<file path="src/sv/u2a_pkg.sv">
// ----------------------------------------------------------------------------
// u2a_pkg
// Shared types, constants and the letter table of the UTF-8 to ASCII
// transliterator.
// ----------------------------------------------------------------------------
`default_nettype none

package u2a_pkg;

    // Configuration register map
    localparam int unsigned RegCount   = 1;
    localparam int unsigned AddrW      = 3;
    localparam logic [0:0]  RegMaxOut  = 1'd0;
    localparam logic [15:0] MaxOutRst  = 16'd64;

    // Characters
    localparam logic [6:0]  CharQuest  = 7'h3F;
    localparam logic [6:0]  CharNul    = 7'h00;
    localparam logic [7:0]  ByteSpace  = 8'h20;
    localparam logic [7:0]  ByteDel    = 8'h7F;

    // Lead and continuation prefixes
    localparam logic [1:0]  PfxCont    = 2'b10;
    localparam logic [2:0]  PfxLead2   = 3'b110;
    localparam logic [3:0]  PfxLead3   = 4'b1110;
    localparam logic [4:0]  PfxLead4   = 5'b11110;

    // One result beat
    typedef struct packed {
        logic        vld;
        logic [6:0]  ch;
        logic        eos;
        logic [15:0] cnt;
    } t_res;

    // Up to two results caused by one input byte, in order
    typedef struct packed {
        t_res r1;
        t_res r0;
    } t_pair;

    // Map a decoded code point to a plain letter, '?' otherwise
    function automatic logic [6:0] translit(input logic [20:0] cp);
        logic [6:0] ch;
        case (cp)
            21'h000103, 21'h0000E2: ch = 7'h61;  // a
            21'h000102, 21'h0000C2: ch = 7'h41;  // A
            21'h0000EE:             ch = 7'h69;  // i
            21'h0000CE:             ch = 7'h49;  // I
            21'h000219, 21'h00015F: ch = 7'h73;  // s
            21'h000218, 21'h00015E: ch = 7'h53;  // S
            21'h00021B, 21'h000163: ch = 7'h74;  // t
            21'h00021A, 21'h000162: ch = 7'h54;  // T
            default:                ch = CharQuest;
        endcase
        return ch;
    endfunction

endpackage

`default_nettype wire

</file>
<file path="src/sv/u2a_if.sv">
// ----------------------------------------------------------------------------
// u2a_if
// Valid/ready channels of the transliterator: input bytes and result beats.
// ----------------------------------------------------------------------------
`default_nettype none

interface u2a_in_if;
    logic       valid;
    logic       ready;
    logic [7:0] in_byte;

    modport source (output valid, output in_byte, input ready);
    modport sink   (input valid, input in_byte, output ready);
endinterface

interface u2a_out_if;
    logic        valid;
    logic        ready;
    logic [6:0]  out_char;
    logic        end_of_string;
    logic [15:0] char_count;

    modport source (output valid, output out_char, output end_of_string,
                    output char_count, input ready);
    modport sink   (input valid, input out_char, input end_of_string,
                    input char_count, output ready);
endinterface

`default_nettype wire

</file>
<file path="src/sv/u2a_dec.sv">
// ----------------------------------------------------------------------------
// u2a_dec
// Decoder state and the single-pass step logic: one byte in, up to two
// ordered results out, state updated on each accepted byte.
// ----------------------------------------------------------------------------
`default_nettype none

module u2a_dec (
    input  wire                 i_clk,
    input  wire                 i_rst_n,
    input  wire                 i_fire,
    input  wire [7:0]           i_data,
    input  wire [15:0]          i_max_out,
    output u2a_pkg::t_pair      o_pair
);

    logic [1:0]  r_bytes_left, n_bytes_left;
    logic [20:0] r_code,       n_code;
    logic [15:0] r_emitted,    n_emitted;
    logic        r_full,       n_full;

    u2a_pkg::t_res res0, res1, lres;
    logic [20:0]   acc;
    logic [15:0]   cur;
    logic          lead;

    // Step the decoder for the byte at the input
    always_comb begin
        n_bytes_left = r_bytes_left;
        n_code       = r_code;
        n_emitted    = r_emitted;
        n_full       = r_full;
        res0         = '0;
        res1         = '0;
        lres         = '0;
        acc          = {r_code[14:0], i_data[5:0]};
        cur          = r_emitted;
        lead         = 1'b1;

        // Continue or break an open sequence
        if (r_bytes_left != 2'd0) begin
            if (i_data[7:6] == u2a_pkg::PfxCont) begin
                lead         = 1'b0;
                n_code       = acc;
                n_bytes_left = r_bytes_left - 2'd1;
                if (r_bytes_left == 2'd1) begin
                    cur       = cur + 16'd1;
                    res0      = '{vld: 1'b1, ch: u2a_pkg::translit(acc), eos: 1'b0,
                                  cnt: cur};
                    n_code    = '0;
                    n_emitted = cur;
                end
            end else begin
                cur          = cur + 16'd1;
                res0         = '{vld: 1'b1, ch: u2a_pkg::CharQuest, eos: 1'b0, cnt: cur};
                n_bytes_left = 2'd0;
                n_code       = '0;
                n_emitted    = cur;
            end
        end

        // Handle the byte as a new lead
        if (lead) begin
            if (i_data == 8'd0) begin
                lres         = '{vld: 1'b1, ch: u2a_pkg::CharNul, eos: 1'b1, cnt: cur};
                n_bytes_left = 2'd0;
                n_code       = '0;
                n_emitted    = '0;
                n_full       = 1'b0;
            end else if (r_full || ({1'b0, cur} + 17'd1 >= {1'b0, i_max_out})) begin
                n_full = 1'b1;
            end else if (!i_data[7]) begin
                if (i_data >= u2a_pkg::ByteSpace && i_data != u2a_pkg::ByteDel) begin
                    lres      = '{vld: 1'b1, ch: i_data[6:0], eos: 1'b0,
                                  cnt: cur + 16'd1};
                    n_emitted = cur + 16'd1;
                end
            end else if (i_data[7:5] == u2a_pkg::PfxLead2) begin
                n_code       = {16'd0, i_data[4:0]};
                n_bytes_left = 2'd1;
            end else if (i_data[7:4] == u2a_pkg::PfxLead3) begin
                n_code       = {17'd0, i_data[3:0]};
                n_bytes_left = 2'd2;
            end else if (i_data[7:3] == u2a_pkg::PfxLead4) begin
                n_code       = {18'd0, i_data[2:0]};
                n_bytes_left = 2'd3;
            end else begin
                lres      = '{vld: 1'b1, ch: u2a_pkg::CharQuest, eos: 1'b0,
                              cnt: cur + 16'd1};
                n_emitted = cur + 16'd1;
            end
        end

        // Pack results in order
        if (lres.vld) begin
            if (res0.vld) begin
                res1 = lres;
            end else begin
                res0 = lres;
            end
        end
    end

    assign o_pair = '{r1: res1, r0: res0};

    // Advance state on an accepted byte
    always_ff @(posedge i_clk) begin
        if (!i_rst_n) begin
            r_bytes_left <= '0;
            r_code       <= '0;
            r_emitted    <= '0;
            r_full       <= 1'b0;
        end else if (i_fire) begin
            r_bytes_left <= n_bytes_left;
            r_code       <= n_code;
            r_emitted    <= n_emitted;
            r_full       <= n_full;
        end
    end

    // A second result always follows a first one
    assert property (@(posedge i_clk) disable iff (!i_rst_n)
        o_pair.r1.vld |-> o_pair.r0.vld)
        else $error("second result without first");

    // An end result is never followed by another in the same step
    assert property (@(posedge i_clk) disable iff (!i_rst_n)
        o_pair.r0.eos && o_pair.r0.vld |-> !o_pair.r1.vld)
        else $error("result after end of string");

    // The terminator leaves the decoder cleared
    assert property (@(posedge i_clk) disable iff (!i_rst_n)
        i_fire && i_data == 8'd0 |=> r_bytes_left == 2'd0 && r_emitted == 16'd0 && !r_full)
        else $error("state not cleared after terminator");

endmodule

`default_nettype wire

</file>
<file path="src/sv/utf8_to_ascii_transliterator.sv">
// ----------------------------------------------------------------------------
// utf8_to_ascii_transliterator
// Byte-serial UTF-8 decoder that emits plain ASCII with a per-string count.
// ----------------------------------------------------------------------------
// Results are registered: a byte's results enter the result queue when it is accepted.
// Throughput: one byte per cycle while the result queue has room; a byte that
//   causes two results occupies the output for two beats; the two-entry queue sets the stall.
// Reset: synchronous active-low; clears decoder state and queue, max_out = 64.
// ----------------------------------------------------------------------------
`default_nettype none

module utf8_to_ascii_transliterator (
    input  wire                                i_clk,
    input  wire                                i_rst_n,
    u2a_in_if.sink                             i_byte,
    u2a_out_if.source                          o_res,
    input  wire                                psel,
    input  wire                                penable,
    input  wire                                pwrite,
    input  wire [u2a_pkg::AddrW-1:0]           paddr,
    input  wire [31:0]                         pwdata,
    output logic [31:0]                        prdata,
    output logic                               pready
);

    logic [15:0]    r_max_out;
    logic           reg_sel;
    logic           fire;
    u2a_pkg::t_pair pair;

    u2a_pkg::t_pair r_q [2];
    logic           r_wp, r_rp, r_half;
    logic [1:0]     r_cnt;
    u2a_pkg::t_pair head;
    logic           push, pop, beat, last_beat;

    // Configuration register
    assign pready  = 1'b1;
    assign reg_sel = (paddr[u2a_pkg::AddrW-1:2] == u2a_pkg::RegMaxOut);
    assign prdata  = reg_sel ? {16'd0, r_max_out} : 32'd0;

    always_ff @(posedge i_clk) begin
        if (!i_rst_n) begin
            r_max_out <= u2a_pkg::MaxOutRst;
        end else if (psel && penable && pwrite && pready && reg_sel) begin
            r_max_out <= pwdata[15:0];
        end
    end

    // Accept a byte while the queue has room
    assign i_byte.ready = (r_cnt != 2'd2);
    assign fire         = i_byte.valid && i_byte.ready;

    u2a_dec u_dec (
        .i_clk     (i_clk),
        .i_rst_n   (i_rst_n),
        .i_fire    (fire),
        .i_data    (i_byte.in_byte),
        .i_max_out (r_max_out),
        .o_pair    (pair)
    );

    // Result queue, one entry per byte that produced results
    assign head      = r_q[r_rp];
    assign beat      = o_res.valid && o_res.ready;
    assign last_beat = !head.r1.vld || r_half;
    assign push      = fire && pair.r0.vld;
    assign pop       = beat && last_beat;

    always_ff @(posedge i_clk) begin
        if (push) begin
            r_q[r_wp] <= pair;
        end
    end

    always_ff @(posedge i_clk) begin
        if (!i_rst_n) begin
            r_wp   <= 1'b0;
            r_rp   <= 1'b0;
            r_half <= 1'b0;
            r_cnt  <= '0;
        end else begin
            if (push) begin
                r_wp <= ~r_wp;
            end
            if (pop) begin
                r_rp <= ~r_rp;
            end
            if (beat) begin
                r_half <= !last_beat;
            end
            r_cnt <= r_cnt + {1'b0, push} - {1'b0, pop};
        end
    end

    // Drive the output beat
    assign o_res.valid         = (r_cnt != 2'd0);
    assign o_res.out_char      = r_half ? head.r1.ch  : head.r0.ch;
    assign o_res.end_of_string = r_half ? head.r1.eos : head.r0.eos;
    assign o_res.char_count    = r_half ? head.r1.cnt : head.r0.cnt;

    // Queue never overflows
    assert property (@(posedge i_clk) disable iff (!i_rst_n)
        r_cnt <= 2'd2)
        else $error("result queue overflow");

    // No push into a full queue
    assert property (@(posedge i_clk) disable iff (!i_rst_n)
        r_cnt == 2'd2 |-> !push)
        else $error("push into full queue");

    // Second half is only selected for a two-result entry
    assert property (@(posedge i_clk) disable iff (!i_rst_n)
        r_half |-> o_res.valid && head.r1.vld)
        else $error("second half selected without second result");

endmodule

`default_nettype wire
</file>
<file path="src/flat_wrapper.sv">
// flat-port wrapper written by rule: the top's interface ports become plain ports
module utf8_to_ascii_transliterator_flat 
  (i_clk, i_rst_n, psel, penable, pwrite, paddr, pwdata, prdata, pready, i_byte_valid, i_byte_in_byte, i_byte_ready, o_res_valid, o_res_out_char, o_res_end_of_string, o_res_char_count, o_res_ready);
  u2a_in_if i_byte_i ();
  u2a_out_if o_res_i ();
  input  wire i_clk;
  input  wire i_rst_n;
  input  wire psel;
  input  wire penable;
  input  wire pwrite;
  input  wire [u2a_pkg::AddrW-1:0] paddr;
  input  wire [31:0] pwdata;
  output logic [31:0] prdata;
  output logic pready;
  input wire logic [$bits(i_byte_i.valid)-1:0] i_byte_valid;
  input wire logic [$bits(i_byte_i.in_byte)-1:0] i_byte_in_byte;
  output wire logic [$bits(i_byte_i.ready)-1:0] i_byte_ready;
  output wire logic [$bits(o_res_i.valid)-1:0] o_res_valid;
  output wire logic [$bits(o_res_i.out_char)-1:0] o_res_out_char;
  output wire logic [$bits(o_res_i.end_of_string)-1:0] o_res_end_of_string;
  output wire logic [$bits(o_res_i.char_count)-1:0] o_res_char_count;
  input wire logic [$bits(o_res_i.ready)-1:0] o_res_ready;
  assign i_byte_i.valid = i_byte_valid;
  assign i_byte_i.in_byte = i_byte_in_byte;
  assign i_byte_ready = i_byte_i.ready;
  assign o_res_valid = o_res_i.valid;
  assign o_res_out_char = o_res_i.out_char;
  assign o_res_end_of_string = o_res_i.end_of_string;
  assign o_res_char_count = o_res_i.char_count;
  assign o_res_i.ready = o_res_ready;
  utf8_to_ascii_transliterator u_core (.i_clk(i_clk), .i_rst_n(i_rst_n), .i_byte(i_byte_i), .o_res(o_res_i), .psel(psel), .penable(penable), .pwrite(pwrite), .paddr(paddr), .pwdata(pwdata), .prdata(prdata), .pready(pready));
endmodule
</file>
<file path="config.mk">
export PLATFORM = sky130hd
export DESIGN_NAME = utf8_to_ascii_transliterator_flat
export DESIGN_NICKNAME = d
export VERILOG_FILES = /design/src/sv/u2a_pkg.sv /design/src/sv/u2a_if.sv /design/src/sv/u2a_dec.sv /design/src/sv/utf8_to_ascii_transliterator.sv /design/src/flat_wrapper.sv
export SDC_FILE = /design/constraint.sdc
export NUM_CORES = 1
export LEC_CHECK = 0
export ABC_AREA = 1
export ABC_CLOCK_PERIOD_IN_PS = 10400
export BUFFER_PORTS_ARGS = -buffer_cell sky130_fd_sc_hd__buf_2
export CELL_PAD_IN_SITES_DETAIL_PLACEMENT = 2
export CELL_PAD_IN_SITES_GLOBAL_PLACEMENT = 2
export CORE_MARGIN = 3
export CORE_UTILIZATION = 37
export DETAILED_ROUTE_END_ITERATION = 8
export GPL_ROUTABILITY_DRIVEN = 1
export HOLD_SLACK_MARGIN = 0.06
export PLACE_DENSITY_LB_ADDON = 0.12
export SLEW_MARGIN = 0
export SYNTH_ARGS = -nofsm -noshare
export SYNTH_HDL_FRONTEND = slang
export SYNTH_SLANG_ARGS = --single-unit
export TNS_END_PERCENT = 50
</file>
<file path="constraint.sdc">
create_clock -name i_clk -period 10.4 [get_ports i_clk]
set_input_delay 1.56 -clock i_clk [delete_from_list [all_inputs] [get_ports i_clk]]
set_output_delay 1.56 -clock i_clk [all_outputs]
set_load 0.02 [all_outputs]
</file>
== Yosys cells after proc, flatten, opt, wreduce, memory -nomap -nowiden ==
Memories as Yosys holds them, arrays and structs flattened. A register that Yosys moved wholly into a read port is not among the register bits.
Index checks and enable logic that the tools add are counted.

* Flip-flop bits (word level): 61
* Latch bits: 0
* Bits in writable memories: 100
* Memory bits (read-only): 0
* Input bits: 50
* Word-level logic and storage cells: 123
* Memories: 1

{| class="wikitable"
|+ Memory list
! memory !! words !! bits a word !! rd ports !! clocked after memory_dff !! write ports !! RTL line !! RTL
|-
| u_core.r_q || 2 || 50 || 1 || 1 || 1 || utf8_to_ascii_transliterator.sv:31 || <nowiki>u2a_pkg::t_pair r_q [2];</nowiki>
|}

* Add/sub/neg operators: 6
* Multiply operators: 0
* Divide/modulo/power cells: 0
* $lt $le $gt $ge: 2
* Eq/ne operators: 21
* Shift-type cells: 0
* Muxes and demuxes: 58
* Bitwise gates (word level): 3
* Reductions and logical operators: 23

{| class="wikitable"
|+ Operators with widths
! operator !! number
|-
| two-way mux 25 bit || 14
|-
| two-way mux 21 bit || 10
|-
| two-way mux 16 bit || 13
|-
| == test 21 x 9 -> 1 bit (second input constant) || 6
|-
| == test 21 x 10 -> 1 bit (second input constant) || 4
|-
| == test 21 x 8 -> 1 bit (second input constant) || 4
|-
| one-hot mux 7 bit (8 select lines) || 1
|-
| adder 16 x 1 -> 16 bit (second input constant) || 2
|-
| two-way mux 24 bit || 1
|-
| two-way mux 2 bit || 9
|-
| adder 16 x 1 -> 17 bit (second input constant) || 1
|-
| greater-or-equal comparator 17 x 16 -> 1 bit || 1
|-
| OR reduction 2 bit || 6
|-
| two-way mux 1 bit || 9
|-
| greater-or-equal comparator 8 x 6 -> 1 bit (second input constant) || 1
|-
| logical AND 1 bit || 8
|-
| zero test 8 bit || 1
|-
| != test 8 x 7 -> 1 bit (second input constant) || 1
|-
| two-way mux 7 bit || 1
|-
| nonzero test 2 bit || 3
|-
| == test 5 bit (second input constant) || 1
|-
| == test 4 bit (second input constant) || 1
|-
| == test 3 bit (second input constant) || 1
|-
| inverter 1 bit || 3
|-
| other kinds (9) || 11
|}

== Longest topological paths before layout ==
Gate-level depths: netlist (run 1).

* Depth after elaboration: 17
* Mapped depth: 37

== By module ==
Synthesis (run 1) repeated with hierarchy kept, for this count alone.

* Cell total of the unflattened synthesis: 1,434
* Area total of the unflattened synthesis: 10,451.3 um^2

{| class="wikitable"
|+ By module, submodules not included
! module !! instances !! cells each !! area an instance (um^2)
|-
| u2a_dec || 1 || 1,032 || 5,519.0
|-
| utf8_to_ascii_transliterator || 1 || 402 || 4,932.2
|}

== Worst setup path before layout (run 1) ==
Ideal clock, no wire load.

* Path type: input to register
* From: input i_byte_in_byte[6]
* To: memory u_core.r_q[0][0] in the netlist's numbering, enable pin
* Setup time: 0.456 ns
* Arrival: 6.615 ns
* Required time: 9.944 ns
* Setup slack: 3.329 ns
* Cell stages on the path: 31
* Buffers on the path: 1
* Cells stage by stage: inv_2 > nand2_4 > inv_2 > buf_6 > nand2_1 > nand3_1 > nand2_1 > ha_1 > inv_1 > a21oi_2 > nand2_2 > nor2_4 > nand3_4 > nor2_1 > nand2_1 > nand2_1 > inv_1 > ha_1 > nand2_1 > nor2_1 > nor3b_1 > nand2_1 > nand2_1 > nand3_1 > nand2_1 > nand2_1 > a21oi_2 > nand4_2 > nand3_1 > nand2_1 > nor2_1

* Cells in the longest elaborated chain, start to end: 13
* Elaborated cells on any way between the ends: 29

{| class="wikitable"
|+ Ends and longest elaborated chain
! item !! RTL line !! RTL
|-
| from (decl) || flat_wrapper.sv:16 || <nowiki>input wire logic [$bits(i_byte_i.in_byte)-1:0] i_byte_in_byte;</nowiki>
|-
| == test 2 bit || u2a_dec.sv:42 || <nowiki>if (i_data[7:6] == u2a_pkg::PfxCont) begin</nowiki>
|-
| two-way mux 16 bit || u2a_dec.sv:42 ||
|-
| two-way mux 16 bit || u2a_dec.sv:41 || <nowiki>if (r_bytes_left != 2'd0) begin</nowiki>
|-
| adder 16 x 1 -> 17 bit || u2a_dec.sv:70 || <nowiki>end else if (r_full || ({1'b0, cur} + 17'd1 >= {1'b0, i_max_out})) begin</nowiki>
|-
| greater-or-equal comparator 17 x 16 -> 1 bit || u2a_dec.sv:70 ||
|-
| logical OR 1 bit || u2a_dec.sv:70 ||
|-
| two-way mux 25 bit || u2a_dec.sv:70 ||
|-
| two-way mux 25 bit || u2a_dec.sv:64 || <nowiki>if (i_data == 8'd0) begin</nowiki>
|-
| two-way mux 25 bit || u2a_dec.sv:63 || <nowiki>if (lead) begin</nowiki>
|-
| two-way mux 25 bit * || u2a_dec.sv:95 || <nowiki>if (lres.vld) begin</nowiki>
|-
| logical AND 1 bit * || utf8_to_ascii_transliterator.sv:67 || <nowiki>assign push = fire && pair.r0.vld;</nowiki>
|-
| two-way mux 1 bit * || utf8_to_ascii_transliterator.sv:71 || <nowiki>if (push) begin</nowiki>
|-
| two-way mux 1 bit (not written as such) * || utf8_to_ascii_transliterator.sv:72 || <nowiki>r_q[r_wp] <= pair;</nowiki>
|-
| to (decl) || utf8_to_ascii_transliterator.sv:31 ||
|}

Mark *: on every way between the ends. The rest lies on a longest branch, timed or not.

== Final worst setup path (run 1) ==
* From: input i_byte_in_byte[7]
* To: memory u_core.r_q[1][7] in the netlist's numbering, enable pin

The elaborated chain is that of the path after synthesis.

==> flow_summary.json, run 1 <==
{
  "area_growth_pct": 10.01,
  "ys.flop_type": "edfxtp_1",
  "clock_latency_ns": 0.46,
  "drcViolationCount": 0,
  "ir_worst_vdd_mv": 0.1400,
  "io_pins": 109,
  "cp.arrival_ns": 7.09,
  "hold_class": "reg2reg",
  "cts_setup_buffers": 0,
  "clock_path_buffers": 2,
  "drt_first_iter_violations": 522,
  "grt_overflow": 0,
  "cts_tree": "done",
  "hold_violations": 0,
  "path_class": "in2reg",
  "vias_per_cell": 5.479,
  "htreeDepth": 4,
  "synth_edf_count": 98,
  "leakagePower_nw": 4.684,
  "postSynth.asyncResetShare_pct": 0,
  "cp-end-kind": "flop",
  "startpoint_type": "input port",
  "p_per_area_nw_per_um2": 293.0,
  "antenna_found_initial": 0,
  "die_area_um2": 29420,
  "drt_wl_total_um": 34880,
  "synth_seq_area_share_pct": 40.09,
  "fmax_mhz": 142.2,
  "cts.sinks": 154,
  "die_height_um": 171.5,
  "ant_nets": 0,
  "ctsResizeCount": 0,
  "synth-seq-cells": 154,
  "min_period_over_period_pct": 67.63,
  "rows": 59,
  "gr-usage-all-layers_pct": 24.39,
  "place.gp.congestion": 0.8333,
  "path_clk_slew_ns": 0.07,
  "vias": 9467,
  "final_nets": 1455,
  "grt_max_degree": 65,
  "clock_skew_ns": 0.02543,
  "ctsHoldBuffers": 0,
  "die_x_um": 171.5,
  "wl_per_cell_um": 20.19,
  "core_area_um2": 26500,
  "cts_buffers": 17,
  "synth_top_area_share_pct": 29.03,
  "yosysTopAreaCell": "edfxtp_1",
  "status": "finished, final reports clean",
  "crit_fanout": 49,
  "setup_tns_ns": 0,
  "syn_area_um2": 10140,
  "layout_common_cells": "nand2_1, nor2_1, inv_1, o21ai_0, edfxtp_1",
  "max-slew-margin-rel_pct": 26.47,
  "netlist_instances": 1343,
  "io_buffers": 73,
  "drive_above_1_share_pct": 15.79,
  "initial_core_util_pct": 38.25,
  "hpwl_um": 24550,
  "first_global_vias": 10100,
  "cpPeakStageDelay_ns": 0.83,
  "drv_slew": 0,
  "yosys_warnings": 0,
  "grt_first_pass_wirelength_um": 56330,
  "postLayoutCoreUtil_pct": 42.08,
  "firstDrtPassIters": 5,
  "final_common_cell": "nand2_1",
  "post-route-min-period_ns": 7.033,
  "root_buffer": "clkbuf_16",
  "required_ns": 10.46,
  "rsz0062_at_grt": "false",
  "yosys.cell_types.count": 53,
  "cp_common_cell": "nand2_1",
  "worst_pin_slew_ns": 1.101,
  "cpMaxStageDelayCell": "inv_2",
  "num_antenna_cells": 0,
  "syn_area_per_cell_um2": 7.548,
  "maxCapViolCount": 0,
  "synthTopCellsByArea": "edfxtp_1, dfxtp_1, nand2_1, o21ai_0, nor2_1",
  "rrSetupSlack_ns": 3.96,
  "setup_viol": 0
}
==> kinds of logic after synthesis <==
family,Yosys count,share of synthesized area (%)
buffers and inverters,242,10.66
other,2,0.07408
AOI/OAI and AO/OA,316,18.02
adders and majority gates,25,3.086
xor gates and xnor gates,4,0.3456
and+or+nand+nor,600,27.72
DFF,154,40.09
==> registers in the layout, summed over array words and instances, names as in the netlist, named ones only <==
register / flops
u_core.r_rp: 1
u_core.r_max_out: 16
u_core.r_half: 1
u_core.r_cnt: 2
u_core.u_dec.r_code: 15
u_core.r_q: 98
u_core.r_wp: 1
u_core.u_dec.r_full: 1
u_core.u_dec.r_bytes_left: 2
u_core.u_dec.r_emitted: 16
==> critical path, delay by kind of cell <==
family / cells / cell delay [ns]
AOI/OAI and AO/OA: 2 / 0.51
and+or+nand+nor: 22 / 2.81
buffers and inverters: 5 / 1.66
adders and majority gates: 2 / 0.50
==> synthesized netlist by cell type, types with 12 or more instances <==
| cell type | number |
|---|---|
| o21ai_0 | 143 |
| nand3_1 | 88 |
| ha_1 | 25 |
| nand2_1 | 261 |
| dfxtp_1 | 56 |
| inv_1 | 147 |
| nand4_1 | 22 |
| clkbuf_1 | 41 |
| buf_4 | 24 |
| o22ai_1 | 34 |
| nand3_2 | 19 |
| nor2_1 | 156 |
| inv_2 | 12 |
| o21ai_2 | 20 |
| edfxtp_1 | 98 |
| a21oi_1 | 71 |
==> cell type report <==
cell class,count,area (um2)
inverters,163,619.3
repair buffers,82,432.9
clock inverters,14,128.9
fillers,3106,15350
clock buffers,18,429.2
multi-input cells,962,5059
flip-flops and latches,154,4064
well taps,335,419.2
==> path summary, 6_finish.rpt <==
kind	end	cells after the start	startpoint
worst max-delay path	u_core.r_q[1][7]	31	i_byte_in_byte[7]
worst min-delay path	u_core.u_dec.r_full	2	u_core.u_dec.r_full
worst max register to register	u_core.r_q[1][7]	29	u_core.u_dec.r_bytes_left[0]
worst min register to register	u_core.u_dec.r_full	2	u_core.u_dec.r_full
==> routing by layer <==
metal / share of wire (%) / GRT usage (%) / vias to the layer above / wire length [um]
met5: 0 / 0 / - / 0
met4: 1.1 / 5.458 / 0 / 382
met1: 48 / 33.28 / 4741 / 16840
met3: 2.5 / 2.919 / 30 / 870
met2: 48 / 41.69 / 133 / 16790
li1: - / - / 4563 / -
==> where the power goes <==
group	leakage [nW]	switching (W)	internal [W]
Clock	0.266	0.000310	0.000316
Sequential	1.41	0.000101	0.000852
Combinational	3.00	0.00123	0.000463
==> stage by stage <==
step / total power (W) / cell area (um2) / setup WS (ns) / hold WS (ns) / std cells
global route: 0.003527 / 11150 / 2.829 / 0.5173 / 1728
CTS: 0.003287 / 11150 / 3.344 / 0.4991 / 1728
global placement: 0.002558 / 10590 / 3.044 / 0.4377 / 1696
floorplan: 0.002163 / 10190 / 3.329 / 0.4255 / 1358
finish: 0.003267 / 11150 / 3.367 / 0.4837 / 1728
detailed placement: 0.002642 / 10590 / 2.926 / 0.4559 / 1696
Power figures use the tool's default switching activity.
==> run 2: changes to the inputs <==
--- a/config.mk
+++ b/config.mk
@@ -6,12 +6,12 @@
 export NUM_CORES = 1
 export LEC_CHECK = 0
 export ABC_AREA = 1
-export ABC_CLOCK_PERIOD_IN_PS = 10400
+export ABC_CLOCK_PERIOD_IN_PS = 5800
 export BUFFER_PORTS_ARGS = -buffer_cell sky130_fd_sc_hd__buf_2
 export CELL_PAD_IN_SITES_DETAIL_PLACEMENT = 2
 export CELL_PAD_IN_SITES_GLOBAL_PLACEMENT = 2
 export CORE_MARGIN = 3
-export CORE_UTILIZATION = 37
+export CORE_UTILIZATION = 31
 export DETAILED_ROUTE_END_ITERATION = 8
 export GPL_ROUTABILITY_DRIVEN = 1
 export HOLD_SLACK_MARGIN = 0.06
==> constraint.sdc (replaced) <==
create_clock -name i_clk -period 5.8 [get_ports i_clk]
set_input_delay 0.87 -clock i_clk [delete_from_list [all_inputs] [get_ports i_clk]]
set_output_delay 0.87 -clock i_clk [all_outputs]
set_load 0.02 [all_outputs]
==> flow_summary.json, run 2 (synthesis gave the netlist of run 1 again) <==
{
  "max-slew-margin-rel_pct": 32.56,
  "drt_wl_total_um": 34250,
  "drv_slew": 0,
  "crit_fanout": 15,
  "grt_first_pass_wirelength_um": 55550,
  "cts_buffers": 17,
  "drive_above_1_share_pct": 17.07,
  "layout_common_cells": "nand2_1, nor2_1, inv_1, o21ai_0, edfxtp_1",
  "hold_class": "reg2reg",
  "p_per_area_nw_per_um2": 515.9,
  "ant_nets": 0,
  "totalPowerFinal_w": 0.005933,
  "hold_violations": 0,
  "drcViolationCount": 0,
  "rsz0062_at_grt": "false",
  "hpwl_um": 25420,
  "top_regs": "u_core.r_q x98, u_core.r_max_out x16, u_core.u_dec.r_emitted x16",
  "ff2ff_path_depth": 27,
  "largest_reg_flops": 98,
  "first_global_vias": 9822,
  "cp.arrival_ns": 5.32,
  "num_antenna_cells": 0,
  "regMostFlops": "u_core.r_q",
  "multiInputGateArea_um2": 5074,
  "gr-usage-all-layers_pct": 19.80,
  "final_nets": 1474,
  "wl_per_cell_um": 18.54,
  "clock_path_buffers": 2,
  "worst_pin_slew_ns": 1.002,
  "grt_max_degree": 62,
  "fillers": 3732,
  "area_growth_pct": 13.44,
  "initial_core_util_pct": 31.80,
  "setup_viol": 0,
  "htreeDepth": 4,
  "regArea_um2": 4065,
  "root_buffer": "clkbuf_16",
  "rows": 65,
  "path_clk_slew_ns": 0.07,
  "clock_latency_ns": 0.44,
  "die_area_um2": 34910,
  "startpoint_type": "flop",
  "path_class": "reg2reg",
  "die_height_um": 186.8,
  "setup_tns_ns": 0,
  "cp-end-kind": "flop",
  "clock_skew_ns": 0.01175,
  "firstDrtPassIters": 5,
  "place.gp.congestion": 0.8441,
  "maxCapViolCount": 0,
  "cts_tree": "done",
  "core_area_um2": 31880,
  "io_buffers": 73,
  "vias_per_cell": 5.047,
  "vias": 9322,
  "holdPathStages": 1,
  "final_common_cell": "nand2_1",
  "min_period_over_period_pct": 88.94,
  "status": "finished, final reports clean",
  "io_pins": 109,
  "leakagePower_nw": 4.803,
  "grt_overflow": 0,
  "ir_worst_vdd_mv": 0.2141,
  "required_ns": 5.96,
  "fmax_mhz": 193.9,
  "drt_first_iter_violations": 500,
  "antenna_found_initial": 0,
  "die_x_um": 186.8,
  "cts.sinks": 154,
  "post-route-min-period_ns": 5.158
}
## run 2: cell count changes in the layout (fill, tap and decap cells not counted), sizes merged
cell	before	now
bufinv	0	1
clkinvlp	3	2
clkinv	3	5
inv	171	169
buf	82	101
## run 2: path summary, 6_finish.rpt
check                           end                          from  slack, ns
setup / recovery  u_core.r_q[1][33]  u_core.u_dec.r_bytes_left[1]       0.64
hold reg to reg         u_core.r_rp                   u_core.r_rp       0.46
hold / removal          u_core.r_rp                   u_core.r_rp       0.46
setup reg to reg  u_core.r_q[1][33]  u_core.u_dec.r_bytes_left[1]       0.64
## run 2: metal layers
| metal | wire (um) | share of wire [%] | vias to the layer above | global-route usage, % |
|---|---|---|---|---|
| li1 | - | - | 4605 | - |
| met1 | 17150 | 50 | 4596 | 27.76 |
| met2 | 16240 | 47 | 107 | 33.25 |
| met3 | 606 | 1.8 | 14 | 1.949 |
| met4 | 250 | 0.73 | 0 | 4.304 |
| met5 | 0 | 0 | - | 0 |
## run 2: area by class of cell
| class | instances | area share [%] |
|---|---|---|
| Clock buffer | 18 | 3.819 |
| Sequential cell | 154 | 35.35 |
| Tap cell | 435 | 4.733 |
| Timing Repair Buffer | 101 | 5.255 |
| Inverter | 163 | 5.386 |
| Clock inverter | 14 | 1.338 |
| Multi-Input combinational cell | 962 | 44.12 |
## run 2: critical path: stages (launching register included)
cell     delay, ns
dfxtp_1       0.44
inv_1         0.10
ha_2          0.23
ha_1          0.32
nand2_1       0.07
nand3_1       0.06
nand2_1       0.10
ha_1          0.18
inv_1         0.08
a21oi_2       0.19
nand2_2       0.12
nor2_4        0.13
nand3_4       0.13
nor2_8        0.17
nand2_1       0.07
o21ai_1       0.21
inv_1         0.12
ha_1          0.32
nand2_1       0.07
nor2_1        0.18
nand4_1       0.10
o21ai_0       0.31
a21oi_4       0.08
buf_4         0.16
nand3_4       0.19
inv_2         0.16
a22oi_1       0.43
nor2_1        0.16
## run 2: repair_timing
item                       4_1_cts  5_1_grt
hold buffers                     0        0
resized for setup                0        4
setup endpoints to repair        0       95
buffers inserted                 0        2
## run 2: stage by stage
stage	area, um2	hold WS [ns]	utilization [%]	cells	setup WS (ns)
global route	11500	0.4883	36.07	1847	0.02245
global placement	10880	0.4385	34.12	1813	0.3939
finish	11500	0.4640	36.07	1847	0.6416
floorplan	10200	0.4255	-	1358	0.2327
detailed placement	10880	0.4517	34.12	1813	0.2698
CTS	11470	0.4649	35.98	1845	0.3517
## run 2: power by group
| part | switching [W] | internal [W] |
|---|---|---|
| logic | 0.00217 | 0.000909 |
| clock network | 0.000532 | 0.000621 |
| registers | 0.000175 | 0.00152 |
| total | 0.00288 | 0.00305 |
==> run 3: changes to the inputs <==
--- a/config.mk
+++ b/config.mk
@@ -19,5 +19,6 @@
 export SLEW_MARGIN = 0
 export SYNTH_ARGS = -nofsm -noshare
 export SYNTH_HDL_FRONTEND = slang
+export SYNTH_HIERARCHICAL = 1
 export SYNTH_SLANG_ARGS = --single-unit
 export TNS_END_PERCENT = 50
==> flow_summary.json, run 3 <==
{
  "cp-end-kind": "flop",
  "synth_seq_area_share_pct": 38.88,
  "rows": 66,
  "drcViolationCount": 0,
  "setup_tns_ns": 0,
  "yosys.area_share.simple_pct": 30.84,
  "dp_cells": 1918,
  "path_buf_inv": 7,
  "place.gp.congestion": 0.8452,
  "cp_common_cell": "nand2_1",
  "hold_class": "reg2reg",
  "largest_reg_flops": 98,
  "synth_top_family_by_area": "simple AND/OR/NAND/NOR gates",
  "synth_fa_ha_area_share_pct": 2.993,
  "initial_core_util_pct": 31.80,
  "grt_max_degree": 56,
  "layout_common_cells": "nand2_1, inv_1, nor2_1, o21ai_0, nand3_1",
  "postSynth.asyncResetShare_pct": 0,
  "firstDrtPassIters": 5,
  "vias_per_cell": 5.105,
  "yosysMostFrequentCell": "nand2_1",
  "die_area_um2": 35950,
  "startpoint_type": "flop",
  "cts_tree": "done",
  "fin_area_um2": 11880,
  "maxCapViolCount": 0,
  "synth-seq-cells": 154,
  "grt_overflow": 0,
  "path_clk_slew_ns": 0.08,
  "synthTopCellsByArea": "edfxtp_1, nand2_1, dfxtp_1, o21ai_0, nand3_1",
  "fmax_mhz": 189.6,
  "gr-usage-all-layers_pct": 20.65,
  "num_antenna_cells": 0,
  "drive_above_1_share_pct": 16.31,
  "ctsResizeCount": 0,
  "timing.rr.start": "u_core/u_dec/r_bytes_left[1]",
  "placed_area_um2": 11250,
  "hp-start": "u_core/u_dec/r_full",
  "min_period_over_period_pct": 90.94,
  "htreeDepth": 4,
  "postLayoutCoreUtil_pct": 36.16,
  "synth_common_cells": "nand2_1, inv_1, nor2_1, o21ai_0, nand3_1",
  "clock_skew_ns": 0.01676,
  "yosysTopAreaCell": "edfxtp_1",
  "cts_buffers": 17,
  "cts.sinks": 154,
  "area_growth_pct": 13.71,
  "drv_slew": 0,
  "synth_top_area_share_pct": 28.16,
  "die_height_um": 189.6,
  "crit_fanout": 17,
  "fin_cells": 1950,
  "syn_area_per_cell_um2": 7.288,
  "cpMaxStageDelayCell": "dfxtp_1",
  "leakagePower_nw": 5.171,
  "max-slew-margin-rel_pct": 20.33,
  "path_class": "reg2reg",
  "cp-startpoint": "u_core/u_dec/r_bytes_left[1]",
  "core_area_um2": 32870,
  "p_per_area_nw_per_um2": 501.0,
  "root_buffer": "clkbuf_16",
  "cp.arrival_ns": 5.61,
  "final_common_cell": "nand2_1",
  "ctsHoldBuffers": 0,
  "final_nets": 1570,
  "post-route-min-period_ns": 5.274,
  "status": "finished, final reports clean",
  "clock_latency_ns": 0.44,
  "regMostFlops": "u_core/r_q",
  "grt_first_pass_wirelength_um": 58950,
  "yosys.cell_types.count": 49,
  "drt_wl_total_um": 36880,
  "muxShareOfSynthArea_pct": 0,
  "ir_worst_vdd_mv": 0.2415,
  "cts_setup_buffers": 0,
  "cpPeakStageDelay_ns": 0.39,
  "clock_path_buffers": 2,
  "syn_area_um2": 10450,
  "netlist_instances": 1434,
  "setup_viol": 0,
  "io_buffers": 73,
  "synth_xor_area_share_pct": 0.2514,
  "drt_first_iter_violations": 560,
  "io_pins": 109,
  "hpwl_um": 27980,
  "first_global_vias": 10160,
  "yosys_warnings": 6,
  "required_ns": 6.13,
  "vias": 9955,
  "worst_pin_slew_ns": 1.184,
  "synth-compound-area-share_pct": 15.56,
  "ant_nets": 0,
  "hold_violations": 0,
  "die_x_um": 189.6,
  "wl_per_cell_um": 18.91,
  "rrSetupSlack_ns": 0.53,
  "critical-path-top-delay-family": "simple AND/OR/NAND/NOR gates",
  "ys.flop_type": "edfxtp_1",
  "synth_edf_count": 98,
  "top_regs": "u_core/r_q x98, u_core/r_max_out x16, u_core/u_dec/r_emitted x16",
  "antenna_found_initial": 0
}
-- run 3: metrics by stage --
step	hold slack, ns	power (W)	setup slack [ns]
4_1_cts	0.4734	0.005991	0.04619
5_1_grt	0.5041	0.006455	-0.0008087
6_report	0.4720	0.005954	0.5257
3_3_place_gp	0.4471	0.004690	0.2358
2_1_floorplan	0.4289	0.003775	-0.09172
3_5_place_dp	0.4613	0.004819	0.06957
-- run 3: worst reg2reg max path: cells and delay by family (launching register included) --
family / cells / cell delay [ns]
adders and majority gates: 5 / 1.13
DFF: 1 / 0.39
AOI/OAI and AO/OA: 3 / 0.50
buffers and inverters: 7 / 0.82
and+or+nand+nor: 20 / 1.92
xor gates and xnor gates: 2 / 0.41
-- run 3: final timing paths --
path | end | depth (start not counted)
worst min register to register | u_core/u_dec/r_full | 2
worst min-delay path | u_core/u_dec/r_full | 2
worst max register to register | u_core/r_cnt[1] | 37
worst max-delay path | u_core/r_cnt[1] | 37
-- run 3: cells by family (layout without fill, tap and decap cells) --
kind of cell             after synthesis  count (layout)
flip-flops                           154             154
XOR/XNOR                               3               3
AND/OR/NAND/NOR                      711             711
AO/OA/AOI/OAI                        279             279
other                                  2              17
adder cells (fa/ha/maj)               25              25
buffers and inverters                260             319
-- run 3: power by group --
| part | total (W) | internal, W | switching (W) |
|---|---|---|---|
| registers | 0.00170 | 0.00152 | 0.000182 |
| clock network | 0.00114 | 0.000608 | 0.000536 |
| logic | 0.00311 | 0.000953 | 0.00216 |
-- run 3: routing by layer --
layer	vias up	track usage, %	part of all wire, %
li1	4874	-	-
met1	4922	29.40	50
met2	142	34.15	47
met3	17	2.432	2.9
met4	0	3.782	0.74
met5	-	0	0
-- run 3: layout make-up --
type / instances / area (um2)
clock inverter: 15 / 162.7
multi-input combinational: 1035 / 5324
clock buffer: 17 / 425.4
sequential: 154 / 4064
timing repair buffer: 114 / 698.2
fill: 3988 / 20980
inverter: 173 / 656.9
tap: 442 / 553.0
